==> src/sv/utt_pkg.sv <==
`timescale 1ns / 1ps
`default_nettype none
// ----------------------------------------------------------------------------
// utt_pkg: shared types and helpers for the UTF-16 to UTF-8 transcoder
// Holds the job descriptor passed from the front end to the byte sequencer,
// the surrogate tags and the UTF-8 byte encoder.
// ----------------------------------------------------------------------------
package utt_pkg;

  localparam int unsigned QUEUE_DEPTH_DEF = 2;

  localparam logic [5:0] HI_SUR_TAG = 6'b110110;  // 0xD800 >> 10
  localparam logic [5:0] LO_SUR_TAG = 6'b110111;  // 0xDC00 >> 10

  // Encoded length minus one
  localparam logic [1:0] LEN_1 = 2'd0;
  localparam logic [1:0] LEN_2 = 2'd1;
  localparam logic [1:0] LEN_3 = 2'd2;
  localparam logic [1:0] LEN_4 = 2'd3;

  localparam logic [20:0] SUPP_BASE = 21'h10000;

  // Work for one input item: an optional lone high surrogate flushed first,
  // then an optional code point.
  typedef struct packed {
    logic        pre_vld;
    logic [9:0]  pre_pay;
    logic        main_vld;
    logic [20:0] main_cp;
    logic [1:0]  main_len;
  } job_t;

  // Byte number pos of the UTF-8 form of cp, which has len+1 bytes
  function automatic logic [7:0] enc_byte(input logic [20:0] cp,
                                          input logic [1:0] len,
                                          input logic [1:0] pos);
    logic [7:0] b;
    b = 8'h00;
    unique case (len)
      LEN_1: b = {1'b0, cp[6:0]};
      LEN_2: begin
        unique case (pos)
          2'd0:    b = {3'b110, cp[10:6]};
          default: b = {2'b10, cp[5:0]};
        endcase
      end
      LEN_3: begin
        unique case (pos)
          2'd0:    b = {4'b1110, cp[15:12]};
          2'd1:    b = {2'b10, cp[11:6]};
          default: b = {2'b10, cp[5:0]};
        endcase
      end
      default: begin
        unique case (pos)
          2'd0:    b = {5'b11110, cp[20:18]};
          2'd1:    b = {2'b10, cp[17:12]};
          2'd2:    b = {2'b10, cp[11:6]};
          default: b = {2'b10, cp[5:0]};
        endcase
      end
    endcase
    return b;
  endfunction

endpackage
`default_nettype wire

==> src/sv/utt_front.sv <==
`timescale 1ns / 1ps
`default_nettype none
// ----------------------------------------------------------------------------
// utt_front: input classifier
// Accepts code units, pairs surrogates and builds one job per item that
// gives output. A high surrogate that is not the last unit is held here.
// ----------------------------------------------------------------------------
module utt_front import utt_pkg::*; (
  input  wire logic        clk,
  input  wire logic        rst_n,
  input  wire logic        in_tvalid,
  output logic             in_tready,
  input  wire logic [15:0] in_tdata,   // [15:0] code_unit
  input  wire logic        in_tlast,   // last_unit
  input  wire logic        q_full,
  output logic             q_push,
  output job_t             q_job
);

  logic       held_r, held_nxt;
  logic [9:0] pay_r, pay_nxt;
  logic       acc, is_hi, is_lo;
  logic [1:0] bmp_len;

  assign in_tready = !q_full;
  assign acc       = in_tvalid && in_tready;
  assign is_hi     = (in_tdata[15:10] == HI_SUR_TAG);
  assign is_lo     = (in_tdata[15:10] == LO_SUR_TAG);

  always_comb begin
    priority if (in_tdata[15:11] != 5'd0) bmp_len = LEN_3;
    else if (in_tdata[15:7] != 9'd0)      bmp_len = LEN_2;
    else                                  bmp_len = LEN_1;
  end

  always_comb begin
    held_nxt       = held_r;
    pay_nxt        = pay_r;
    q_job.pre_vld  = 1'b0;
    q_job.pre_pay  = pay_r;
    q_job.main_vld = 1'b0;
    q_job.main_cp  = {5'd0, in_tdata};
    q_job.main_len = bmp_len;
    if (held_r && is_lo) begin
      // complete the pair
      q_job.main_vld = 1'b1;
      q_job.main_cp  = SUPP_BASE + {1'b0, pay_r, in_tdata[9:0]};
      q_job.main_len = LEN_4;
      held_nxt       = 1'b0;
    end else begin
      // flush a held surrogate alone, then handle the new unit
      q_job.pre_vld = held_r;
      if (is_hi && !in_tlast) begin
        held_nxt = 1'b1;
        pay_nxt  = in_tdata[9:0];
      end else begin
        q_job.main_vld = 1'b1;
        held_nxt       = 1'b0;
      end
    end
  end

  assign q_push = acc && (q_job.pre_vld || q_job.main_vld);

  always_ff @(posedge clk) begin
    if (!rst_n) begin
      held_r <= 1'b0;
      pay_r  <= 10'd0;
    end else if (acc) begin
      held_r <= held_nxt;
      pay_r  <= pay_nxt;
    end
  end

endmodule
`default_nettype wire

==> src/sv/utt_queue.sv <==
`timescale 1ns / 1ps
`default_nettype none
// ----------------------------------------------------------------------------
// utt_queue: job queue
// Small register FIFO of job descriptors between the classifier and the
// byte sequencer; the head is visible without a pop.
// ----------------------------------------------------------------------------
module utt_queue import utt_pkg::*; #(
  parameter int unsigned DEPTH = QUEUE_DEPTH_DEF
) (
  input  wire logic clk,
  input  wire logic rst_n,
  input  wire logic push,
  input  job_t      push_job,
  output logic      full,
  input  wire logic pop,
  output logic      empty,
  output job_t      head
);

  localparam int unsigned PTR_W = (DEPTH > 1) ? $clog2(DEPTH) : 1;
  localparam int unsigned CNT_W = $clog2(DEPTH + 1);
  localparam logic [PTR_W-1:0] PTR_LAST = PTR_W'(DEPTH - 1);
  localparam logic [CNT_W-1:0] CNT_FULL = CNT_W'(DEPTH);

  job_t             mem_r [DEPTH];
  logic [PTR_W-1:0] wr_ptr_r, rd_ptr_r;
  logic [CNT_W-1:0] cnt_r;
  logic             do_push, do_pop;

  assign full    = (cnt_r == CNT_FULL);
  assign empty   = (cnt_r == '0);
  assign head    = mem_r[rd_ptr_r];
  assign do_push = push && !full;
  assign do_pop  = pop && !empty;

  always_ff @(posedge clk) begin
    if (do_push) begin
      mem_r[wr_ptr_r] <= push_job;
    end
  end

  always_ff @(posedge clk) begin
    if (!rst_n) begin
      wr_ptr_r <= '0;
      rd_ptr_r <= '0;
      cnt_r    <= '0;
    end else begin
      if (do_push) begin
        wr_ptr_r <= (wr_ptr_r == PTR_LAST) ? '0 : wr_ptr_r + 1'b1;
      end
      if (do_pop) begin
        rd_ptr_r <= (rd_ptr_r == PTR_LAST) ? '0 : rd_ptr_r + 1'b1;
      end
      if (do_push && !do_pop) begin
        cnt_r <= cnt_r + 1'b1;
      end else if (do_pop && !do_push) begin
        cnt_r <= cnt_r - 1'b1;
      end
    end
  end

endmodule
`default_nettype wire

==> src/sv/utt_back.sv <==
`timescale 1ns / 1ps
`default_nettype none
// ----------------------------------------------------------------------------
// utt_back: byte sequencer
// Walks the head job byte by byte into a registered output stage and pops
// the job with its last byte.
// ----------------------------------------------------------------------------
module utt_back import utt_pkg::*; (
  input  wire logic       clk,
  input  wire logic       rst_n,
  input  wire logic       q_empty,
  input  job_t            q_head,
  output logic            q_pop,
  output logic            out_tvalid,
  input  wire logic       out_tready,
  output logic [7:0]      out_tdata,  // [7:0] out_byte
  output logic            out_tuser,  // char_end
  output logic            out_tlast   // last_of_item
);

  logic        vld_r;
  logic [7:0]  byte_r;
  logic        end_r, last_r;
  logic        seg_r, seg_nxt;     // 0: flushed surrogate, 1: main code point
  logic [1:0]  pos_r, pos_nxt;
  logic        eff_main, seg_last, job_last, fire;
  logic [20:0] cur_cp;
  logic [1:0]  cur_len;

  assign eff_main = seg_r || !q_head.pre_vld;
  assign cur_cp   = eff_main ? q_head.main_cp : {5'd0, HI_SUR_TAG, q_head.pre_pay};
  assign cur_len  = eff_main ? q_head.main_len : LEN_3;
  assign seg_last = (pos_r == cur_len);
  assign job_last = seg_last && (eff_main || !q_head.main_vld);
  assign fire     = !q_empty && (!vld_r || out_tready);
  assign q_pop    = fire && job_last;

  always_comb begin
    seg_nxt = seg_r;
    pos_nxt = pos_r;
    if (fire) begin
      priority if (job_last) begin
        seg_nxt = 1'b0;
        pos_nxt = 2'd0;
      end else if (seg_last) begin
        seg_nxt = 1'b1;
        pos_nxt = 2'd0;
      end else begin
        pos_nxt = pos_r + 2'd1;
      end
    end
  end

  always_ff @(posedge clk) begin
    if (!rst_n) begin
      vld_r <= 1'b0;
      seg_r <= 1'b0;
      pos_r <= 2'd0;
    end else begin
      seg_r <= seg_nxt;
      pos_r <= pos_nxt;
      if (fire) begin
        vld_r <= 1'b1;
      end else if (out_tready) begin
        vld_r <= 1'b0;
      end
    end
  end

  always_ff @(posedge clk) begin
    if (fire) begin
      byte_r <= enc_byte(cur_cp, cur_len, pos_r);
      end_r  <= seg_last;
      last_r <= job_last;
    end
  end

  assign out_tvalid = vld_r;
  assign out_tdata  = byte_r;
  assign out_tuser  = end_r;
  assign out_tlast  = last_r;

endmodule
`default_nettype wire

==> src/sv/utf16_to_utf8_transcoder.sv <==
`timescale 1ns / 1ps
`default_nettype none
// ----------------------------------------------------------------------------
// utf16_to_utf8_transcoder: UTF-16 code units in, UTF-8 bytes out
// Input stream: one code unit per item in in_tdata[15:0]; in_tlast marks the
// last unit of a string, and a high surrogate on that unit is encoded alone.
// Output stream: one UTF-8 byte per item in out_tdata[7:0]; out_tuser is high
// on the last byte of a code point, out_tlast on the last byte caused by one
// input unit. A high surrogate waiting for its partner gives no output.
// Path: a unit's job is written into the job queue, and each of its bytes is
// then registered in the output stage.
// Throughput: the output register moves one byte per cycle while a job is
// queued and the receiver is ready. A unit gives 1 to 3 bytes, a completed
// pair 4, up to 6 when a lone surrogate is flushed ahead of a new unit, and
// none for a held high surrogate. A queue of QUEUE_DEPTH jobs lets
// input be taken while earlier bytes are still going out.
// Reset (rst_n low, synchronous): the queue empties, no surrogate is held,
// out_tvalid drops. When the receiver stalls, the output byte holds, the
// queue fills and in_tready goes low.
// ----------------------------------------------------------------------------
module utf16_to_utf8_transcoder import utt_pkg::*; #(
  parameter int unsigned QUEUE_DEPTH = QUEUE_DEPTH_DEF
) (
  input  wire logic        clk,
  input  wire logic        rst_n,
  input  wire logic        in_tvalid,
  output logic             in_tready,
  input  wire logic [15:0] in_tdata,   // [15:0] code_unit
  input  wire logic        in_tlast,   // last_unit
  output logic             out_tvalid,
  input  wire logic        out_tready,
  output logic [7:0]       out_tdata,  // [7:0] out_byte
  output logic             out_tuser,  // char_end
  output logic             out_tlast   // last_of_item
);

  job_t push_job, head_job;
  logic q_push, q_full, q_pop, q_empty;

  utt_front u_front (
    .clk       (clk),
    .rst_n     (rst_n),
    .in_tvalid (in_tvalid),
    .in_tready (in_tready),
    .in_tdata  (in_tdata),
    .in_tlast  (in_tlast),
    .q_full    (q_full),
    .q_push    (q_push),
    .q_job     (push_job)
  );

  utt_queue #(
    .DEPTH (QUEUE_DEPTH)
  ) u_queue (
    .clk      (clk),
    .rst_n    (rst_n),
    .push     (q_push),
    .push_job (push_job),
    .full     (q_full),
    .pop      (q_pop),
    .empty    (q_empty),
    .head     (head_job)
  );

  utt_back u_back (
    .clk        (clk),
    .rst_n      (rst_n),
    .q_empty    (q_empty),
    .q_head     (head_job),
    .q_pop      (q_pop),
    .out_tvalid (out_tvalid),
    .out_tready (out_tready),
    .out_tdata  (out_tdata),
    .out_tuser  (out_tuser),
    .out_tlast  (out_tlast)
  );

endmodule
`default_nettype wire
==> config.mk <==
export PLATFORM = sky130hd
export DESIGN_NAME = utf16_to_utf8_transcoder
export DESIGN_NICKNAME = d
export VERILOG_FILES = /design/src/sv/utt_pkg.sv /design/src/sv/utt_front.sv /design/src/sv/utt_queue.sv /design/src/sv/utt_back.sv /design/src/sv/utf16_to_utf8_transcoder.sv
export SDC_FILE = /design/constraint.sdc
export NUM_CORES = 1
export LEC_CHECK = 0
export BUFFER_PORTS_ARGS = -buffer_cell sky130_fd_sc_hd__buf_2
export CAP_MARGIN = 20
export CELL_PAD_IN_SITES_DETAIL_PLACEMENT = 2
export CELL_PAD_IN_SITES_GLOBAL_PLACEMENT = 2
export CORE_MARGIN = 10
export CORE_UTILIZATION = 38
export CTS_BUF_LIST = sky130_fd_sc_hd__clkbuf_4 sky130_fd_sc_hd__clkbuf_8 sky130_fd_sc_hd__clkbuf_16
export DETAILED_ROUTE_END_ITERATION = 12
export PLACE_DENSITY = 0.88
export SETUP_SLACK_MARGIN = 0.4
export SYNTH_ARGS = -nofsm -noshare
export SYNTH_HDL_FRONTEND = slang
export SYNTH_HIERARCHICAL = 1
export SYNTH_SLANG_ARGS = --single-unit
==> constraint.sdc <==
create_clock -name clk -period 2.62 [get_ports clk]
set_input_delay 0.131 -clock clk [delete_from_list [all_inputs] [get_ports clk]]
set_output_delay 0.131 -clock clk [all_outputs]
set_load 0.05 [all_outputs]
==> After elaboration in Yosys (flattened, before gate mapping) <==
Memory sizes are Yosys's and may differ from the RTL's. A register that Yosys moved wholly into a read port is not among the register bits.
Index checks and enable logic that the tools add are counted.
W data, S select, Z words.
{ "word_totals": {"reg_bits": 29, "mem_bits_rw": 70, "in_bits": 21, "output_inout_bits": 12, "word_cells": 88, "mem_count": 1} }
{ "op_classes": {"addsub": 6, "eq_ne": 8, "n_mux": 28, "bitwise_logic": 1, "reduce_logical": 33} }
{ "mem_list": {"columns": ["memory", "words", "word_bits", "read_ports", "rd_ports_with_merged_regs", "wr", "line", "text"], "rows": [
  ["u_queue.mem_r", 2, 35, 1, 1, 1, "utt_queue.sv:26", "job_t mem_r [DEPTH];"]
]} }
{ "op_table": {"columns": ["operator", "count"], "rows": [
  ["$pmux W8 S3", 1],
  ["$mux W23", 1],
  ["$add A17 B20 Y21 const A", 1],
  ["$mux W21", 1],
  ["$pmux W7 S3", 1],
  ["$mux W1", 16],
  ["$pmux W7 S2", 1],
  ["$eq A6 B6 Y1 const B", 2],
  ["$mux W2", 6],
  ["$logic_and A1 B1 Y1", 11],
  ["$reduce_bool A9 Y1", 1],
  ["$logic_not A1 Y1", 8],
  ["$mux W7", 1],
  ["$eq A2 B2 Y1 const B", 3],
  ["$logic_not A2 Y1", 3],
  ["$reduce_bool A2 Y1", 3],
  ["$reduce_bool A5 Y1", 1],
  ["$add A2 B1 Y2 const B", 2],
  ["$eq A2 B1 Y1 const B", 2],
  ["$logic_or A1 B1 Y1", 4],
  ["$reduce_and A3 Y1", 1],
  ["$add A1 B1 Y1 const B", 2],
  ["$eq A2 B2 Y1", 1],
  ["$reduce_and A2 Y1", 1],
  ["2 further kinds", 2]
]} }

==> Logic depth before layout (Yosys ltp) <==
Gate-level depths: netlist of the first run.
{ "logic_depth": {"word_depth": 11, "depth_mapped": 14, "depth_no_buf": 11} }

==> Hierarchy <==
Netlist of the first run, hierarchy kept.
{ "by_module_without_submodules": {"columns": ["module", "instances", "cells_per_inst", "area_per_inst_um2", "seq_area_each_um2"], "rows": [
  ["utt_queue", 1, 134, 2757.6, 2202.1],
  ["utt_back", 1, 148, 1251.2, 380.4],
  ["utt_front", 1, 92, 747.0, 220.2]
]} }

==> Least setup slack after synthesis of the first run <==
Ideal clock, no wire load.
{ "synth_path": {"path_type": "register to register", "startpoint": "register u_queue.cnt_r[0]", "endpoint": "memory u_queue/mem_r[0][0] (netlist bit) (enable)", "setup_time_ns": 0.423, "t_arrival_ns": 2.406, "required_time_ns": 2.197, "slack_ns": -0.209, "path_stages_with_launch": 7, "n_path_buf": 0, "period_less_slack_ns": 2.829, "cell_sequence": "dfxtp_1 nand2b_1 inv_2 nor2b_1 o21a_1 inv_1 nor3_2"} }
{ "synth_via": {"elab_chain_len": 7} }
{ "synth_rtl": {"columns": ["element", "line", "text"], "rows": [
  ["start: declaration", "utt_queue.sv:28", "logic [CNT_W-1:0] cnt_r;"],
  ["start signal: assignment", "utt_queue.sv:56", "cnt_r <= cnt_r + 1'b1;"],
  ["start signal: assignment", "utt_queue.sv:58", "cnt_r <= cnt_r - 1'b1;"],
  ["$eq A2 B2 Y1", "utt_queue.sv:31", "assign full = (cnt_r == CNT_FULL);"],
  ["via q_full", "utf16_to_utf8_transcoder.sv:38", "logic q_push, q_full, q_pop, q_empty;"],
  ["$logic_not A1 Y1", "utt_front.sv:25", "assign in_tready = !q_full;"],
  ["$logic_and A1 B1 Y1", "utt_front.sv:26", "assign acc = in_tvalid && in_tready;"],
  ["$logic_and A1 B1 Y1", "utt_front.sv:63", "assign q_push = acc && (q_job.pre_vld || q_job.main_vld);"],
  ["via q_push", "utf16_to_utf8_transcoder.sv:38", null],
  ["$logic_and A1 B1 Y1", "utt_queue.sv:34", "assign do_push = push && !full;"],
  ["$mux W1", "utt_queue.sv:38", "if (do_push) begin"],
  ["$mux W1 (not written as such)", "utt_queue.sv:39", "mem_r[wr_ptr_r] <= push_job;"],
  ["end: declaration", "utt_queue.sv:26", null]
]} }
The timed path passes the listed nets, and every way through them passes these cells.

==> results of run 1 <==
power by group:
group,switching [mW],internal (mW)
combinational,1.52,0.754
sequential,0.184,2.19
clock,0.646,0.845
total,2.35,3.79
layer usage:
layer  vias to the layer above  wire length (um)
li1                       1445                 -
met5                         -                 0
met4                         0               289
met2                       101              7500
met1                      1650              6500
met3                        21               724
per-stage QoR:
step | power, mW | hold WS, ps | cells | area, sq um
3_5_place_dp | 4.43 | 342 | 561 | 5060
6_report | 6.14 | 8.88 | 586 | 5580
4_1_cts | 6.05 | 0.488 | 584 | 5510
3_3_place_gp | 4.28 | 338 | 561 | 5060
2_1_floorplan | 3.78 | 249 | 374 | 4790
5_1_grt | 6.43 | 7.22 | 586 | 5580
sequential cells by signal (all words and copies together) (netlist names), named ones only:
signal             cells
u_queue/wr_ptr_r       1
u_back/seg_r           1
u_front/held_r         1
u_back/out_tuser       1
u_back/out_tdata       8
u_queue/cnt_r          2
u_back/pos_r           2
u_back/out_tlast       1
u_front/pay_r         10
u_queue/rd_ptr_r       1
u_queue/mem_r         70
u_back/out_tvalid      1
cells by family (layout without fill, tap and decap cells):
kind of cell	Yosys count	after routing	synth area share
AND/OR/NAND/NOR	103	103	0.109
flip-flops	100	100	0.589
AO/OA/AOI/OAI	62	62	0.0910
multiplexers	54	54	0.125
buffers and inverters	41	85	0.0534
adder cells (fa/ha/maj)	8	8	0.0210
XOR/XNOR	6	6	0.0111
area by class of cell:
cell class / count / area [sq um]
multi-input combinational: 233 / 1800
clock inverter: 7 / 98.8
inverter: 15 / 56.3
sequential: 100 / 2810
tap: 168 / 210
timing repair buffer: 54 / 380
fill: 1231 / 6530
clock buffer: 9 / 225
synth_stat cells, types with 3 or more instances:
cell type and count:
edfxtp_1 80, mux2_2 36, nand2_1 35, dfxtp_1 20, nor2_1 19, buf_4 16, nand3_1 16, mux2i_1 15
inv_1 13, a21oi_1 10, o21ai_0 9, ha_1 8, o211ai_1 7, nand2b_1 6, and3_1 5, buf_6 5
a21boi_1 4, a31oi_1 4, o21a_1 4, and2_1 3, clkbuf_1 3, o21ai_1 3, or3_1 3, xnor2_1 3
xor2_1 3
path summary, 6_finish.rpt:
kind	start	to	cells after the start	slack, ps
setup / recovery	u_queue/mem_r[0][0]	u_queue/cnt_r[1]	11	2
setup reg to reg	u_queue/mem_r[0][0]	u_queue/cnt_r[1]	11	2
hold reg to reg	u_front/pay_r[2]	u_queue/mem_r[0][26]	0	500
hold / removal	in_tdata[2]	u_queue/mem_r[1][4]	1	9
what timing repair did:
item,in CTS,in global routing
resized for setup,13,12
pin swaps,2,3
hold buffers,6,0
buffers inserted,1,2
endpoints found under the setup margin,10,80
endpoints found under the hold margin,12,0
cells in the final DEF, fill, tap and decap left out, types with 3 or more instances in the layout:
master         Yosys  final
edfxtp_1          80     80
nand2_1           35     35
mux2_2            36     34
buf_2              2     32
nor2_1            19     19
nand3_1           16     16
dfxtp_1           20     16
mux2i_1           15     14
inv_1             13     13
buf_4             16     10
clkbuf_16          0      9
a21oi_1           10      9
o21ai_0            9      8
o211ai_1           7      7
dlygate4sd3_1      0      6
ha_1               8      6
nand2b_1           6      5
and3_1             5      4
buf_6              5      4
mux2_4             2      4
o21a_1             4      4
a31oi_1            4      3
o21ai_1            3      3
a21boi_1           4      3
dfxtp_2            0      3
and2_1             3      3
==> qor.yml, run 1 <==
synth:
  synth_top_cell_area_share: 0.505
  synth-seq-cells: 100
  synth_edf_count: 80
  synth_area_leaders: "edfxtp_1, mux2_2, dfxtp_1"
  synth_ff_type: "edfxtp_1"
  synth.distinct_cells: 58
  synth_warnings: 6
  synth_top_area_cell: "edfxtp_1"
  syn_area_sq_um: 4760
  seq_area_frac_synth: 0.589
  async_flop_share: 0
  syn_inst: 374
  syn_avg_cell_area_sq_um: 12.7
  syn_nets: 403
pwr:
  leakage_nw: 1.95
  ir_worst_vdd_mv: 0.401
  p_per_area_nw_per_um2: 1100
clock_network:
  cts_num_sinks: 100
  cts_buffers: 9
  h-tree-depth: 3
  worstSkewPairLatency_ps: 350
  cts.reportedPaths.clkPinSlew_ps: 80
  clock_path_buffers: 2
  cts_tree: "done"
  cts_root_buffer: "clkbuf_16"
timing:
  finalSetupTns_ps: 0
  finalMaxSlewViolations: 0
  hold_viol: 0
  finalCriticalPeriod_ps: 2620
  grt_setup_unrepaired: "yes"
  relSlewSlack: 0.588
  fin_crit_sh: 0.999
  finalSetupViolCount: 0
  fin_ws_ps: 2.17
  tightest_slew_ps: 618
  max_clock_freq_mhz: 382
  skew_ps: 11.3
floorplanning:
  core_region_area_sq_um: 12100
  ioPinCount: 33
  die_x_um: 132
  die_h_um: 132
  num_rows: 40
  die-area_sq_um: 17400
  start_util: 0.393
global_route:
  grt_pass1_wl_mm: 22.8
  grt_pass1_vias: 3588
  gr-total-overflow: 0
  grt_max_degree: 37
  grt.total_usage: 0.170
  grt_use_met3: 0.0332
  antenna_found_initial: 0
  use_met2: 0.280
  busiest_layer: "met2"
  globalRouteMet1Util: 0.218
detailed_routing:
  drtIter0Drc: 183
  drt_wl_total_mm: 15.0
  postRouteAntennaNets: 0
  via_per_inst: 5.49
  drt-wirelength-per-cell_um: 25.6
  dr.pass1.iters: 4
  num_vias: 3217
  drc: 0
worst_setup_path:
  required_ps: 2900
  crit_type: "flop to flop"
  worst-path-buf-inv: 1
  crit_path_top_delay_cell: "edfxtp_1"
  path_cells: "mux2_4 -> xor2_1 -> o32a_1 -> o22a_4 -> inv_2 -> and3_4 -> o21ai_4 -> ha_4 -> xor2_2 -> or3_4 -> a21boi_2"
  cp-start-kind: "flop"
  cp_data_arrival_time_ps: 2900
  endpoint_kind: "flop"
  critPathTopFamily: "compound AO/OA/AOI/OAI gates"
  slowest_delay_ps: 420
  path_max_fanout: 2
placement:
  place_congestion: 0.808
  placement.io_buffers: 32
  dp_hpwl_mm: 9.16
  post-place-ws_ps: -112
status:
  run_status: "complete, no violations"
finish:
  drive_above_1_share: 0.313
  fin_util: 0.461
  synthToLayoutAreaGrowth_pct: 17.3
  n_antenna_cell: 0
  finalNetCount: 442
job:
  drv_cap: 0
min_path:
  hp-class: "primary input to flop"
(Power assumes the default switching activity.)
==> inputs of run 2 (changes only) <==
Settings changed: CELL_PAD_IN_SITES_DETAIL_PLACEMENT 2 to not set, CELL_PAD_IN_SITES_GLOBAL_PLACEMENT 2 to not set, CORE_UTILIZATION 38 to 45, PLACE_DENSITY 0.88 to 0.77.
==> qor.yml, run 2 (synthesis gave the netlist of run 1 again) <==
placement:
  post-place-ws_ps: 22.1  # +134 ps
  placement.io_buffers: 32  # unchanged
  dp_hpwl_mm: 6.84  # -25%
  numPlacedInstances: 528  # -5.9%
  placed_cell_area_sq_um: 5010  # -0.94%
  place_congestion: 0.882  # +9.2%
timing:
  finalMaxSlewViolations: 0  # unchanged
  fin_ws_ps: 132  # +130 ps
  finalSetupViolCount: 0  # unchanged
  fin_crit_sh: 0.949  # -0.0497
  max_clock_freq_mhz: 402  # +5.2%
  relSlewSlack: 0.635  # +0.0468
  tightest_slew_ps: 548  # -70.2 ps
  grt_setup_unrepaired: "yes"
  hold_viol: 0  # unchanged
  whs_ps: 56.0  # +47.1 ps
  skew_ps: 15.8  # +4.47 ps
  finalCriticalPeriod_ps: 2490  # -130 ps
finish:
  layout_commonest_cell: "edfxtp_1"
  largest_reg_flops: 70  # unchanged
  top_register: "u_queue/mem_r"
  final_area_sq_um: 5350  # -4.2%
  synthToLayoutAreaGrowth_pct: 12.4
  nFillCells: 869  # -29%
  drive_above_1_share: 0.286  # -0.0277
  finalNetCount: 444  # +0.45%
  mostFrequentLayoutCells: "edfxtp_1, nand2_1, mux2_2"
  multiInputGateArea_sq_um: 1750  # -3.0%
  regArea_sq_um: 2810  # about the same
  fin_util: 0.518  # +0.0570
  fin_cells: 556  # -5.1%
  n_antenna_cell: 0  # unchanged
clock_network:
  cts.reportedPaths.clkPinSlew_ps: 100  # +20 ps
  cts_buffers: 9  # unchanged
  cts_root_buffer: "clkbuf_8"
  clock_path_buffers: 2  # unchanged
  cts_num_sinks: 100  # unchanged
  worstSkewPairLatency_ps: 370  # +20 ps
  h-tree-depth: 3  # unchanged
  cts_tree: "done"
worst_setup_path:
  crit_path_end: "u_queue/cnt_r[1]"
  rr_worst_depth: 11  # unchanged
  path_max_fanout: 3  # +1
  required_ps: 2920  # +20 ps
  r2r_end: "u_queue/cnt_r[1]"
  crit_type: "flop to flop"
  r2r_slack_ps: 130  # +130 ps
  cp-start-kind: "flop"
  cp_data_arrival_time_ps: 2790  # -110 ps
  endpoint_kind: "flop"
floorplanning:
  core_region_area_sq_um: 10300  # -15%
  die_h_um: 123  # -6.9%
  num_rows: 37  # -7.5%
  die-area_sq_um: 15100  # -13%
  start_util: 0.461  # +0.0680
  die_x_um: 123  # -6.9%
  ioPinCount: 33  # unchanged
detailed_routing:
  drc: 0  # unchanged
  num_vias: 3037  # -5.6%
  postRouteAntennaNets: 0  # unchanged
  dr.pass1.iters: 5  # +1
  via_per_inst: 5.46  # -0.50%
  drt_wl_total_mm: 9.70  # -35%
  drtIter0Drc: 268  # +46%
  drt-wirelength-per-cell_um: 17.4  # -32%
pwr:
  p_clk_frac: 0.176  # -0.067
  internal_power_mw: 3.24  # -15%
  seq_power_share: 0.440  # +0.053
  swShare: 0.380  # -0.00248
  ir_worst_vdd_mv: 0.406  # +1.3%
  p_sw_mw: 1.99  # -15%
  leakage_nw: 1.89  # -3.3%
  combPwrFrac: 0.384  # +0.014
  p_per_area_nw_per_um2: 979  # -11%
job:
  drv_cap: 0  # unchanged
global_route:
  grt_pass1_wl_mm: 15.1  # -34%
  antenna_found_initial: 0  # unchanged
  grt_pass1_vias: 3013  # -16%
  grt_max_degree: 36  # -2.7%
  grt.total_usage: 0.129  # -0.0410
  gr-total-overflow: 0  # unchanged
min_path:
  hp-class: "primary input to flop"
status:
  run_status: "complete, no violations"
run 2: cell types whose count changed in the layout (fill, tap and decap cells not counted), sizes merged:
cell,before,now
clkinvlp,2,1
buf,48,46
dlygate4sd3,6,10
bufinv,2,0
clkinv,1,4
run 2: layer usage:
layer	wire (um)	vias up	global-route usage
met5	0	-	0
met4	155	0	0.0486
met3	650	18	0.0367
met2	4810	102	0.214
met1	4080	1458	0.156
li1	-	1459	-
run 2: worst max-delay path: stages (launching register included):
cell and delay, ps:
dfxtp_4 380, mux2_4 310, xor2_1 140, o32a_1 300
o22a_4 230, inv_2 50, and3_1 160, o21ai_2 80
ha_4 160, xor2_1 140, or3_1 320, a21boi_1 150
run 2: cell type report:
type,count,share of cell area
Sequential cell,100,0.525
Multi-Input combinational cell,233,0.327
Timing Repair Buffer,56,0.0714
Tap cell,136,0.0318
Clock buffer,9,0.0232
Clock inverter,7,0.0112
Inverter,15,0.0105
run 2: what timing repair did:
action | in CTS | in global routing
buffers inserted | 2 | 0
endpoints found under the hold margin | 20 | 0
gates resized for setup | 4 | 3
pin swaps | 2 | 0
gates cloned | 0 | 0
endpoints found under the setup margin | 3 | 8
hold buffers | 10 | 0
run 2: worst min-delay path by stage:
stage / from / endpoint / slack (ps) / cells past startpoint
floorplan: rst_n / u_queue/wr_ptr_r / 250 / 1
global placement: in_tdata[3] / u_queue/mem_r[1][5] / 340 / 1
detailed placement: in_tdata[1] / u_queue/mem_r[1][3] / 340 / 1
CTS: out_tready / u_back/out_tvalid / 40 / 3
global route: out_tready / u_back/out_tvalid / 70 / 3
finish: out_tready / u_back/out_tvalid / 60 / 3
run 2: power by group through the flow:
stage / Combinational [mW] / Sequential, mW / Clock, mW
5_1_grt: 2.18 / 2.34 / 1.00
4_1_cts: 2.00 / 2.31 / 0.934
2_1_floorplan: 1.16 / 2.61 / 0
3_5_place_dp: 1.95 / 2.34 / 0
6_report: 2.01 / 2.30 / 0.920
3_3_place_gp: 1.94 / 2.32 / 0
run 2: per-stage QoR:
stage / TNS, ps / power [mW]
final: 0 / 5.23
after global routing: 0 / 5.52
after CTS: 0 / 5.24
after detailed placement: 0 / 4.30
after global placement: 0 / 4.27
after floorplan: -55.8 / 3.78
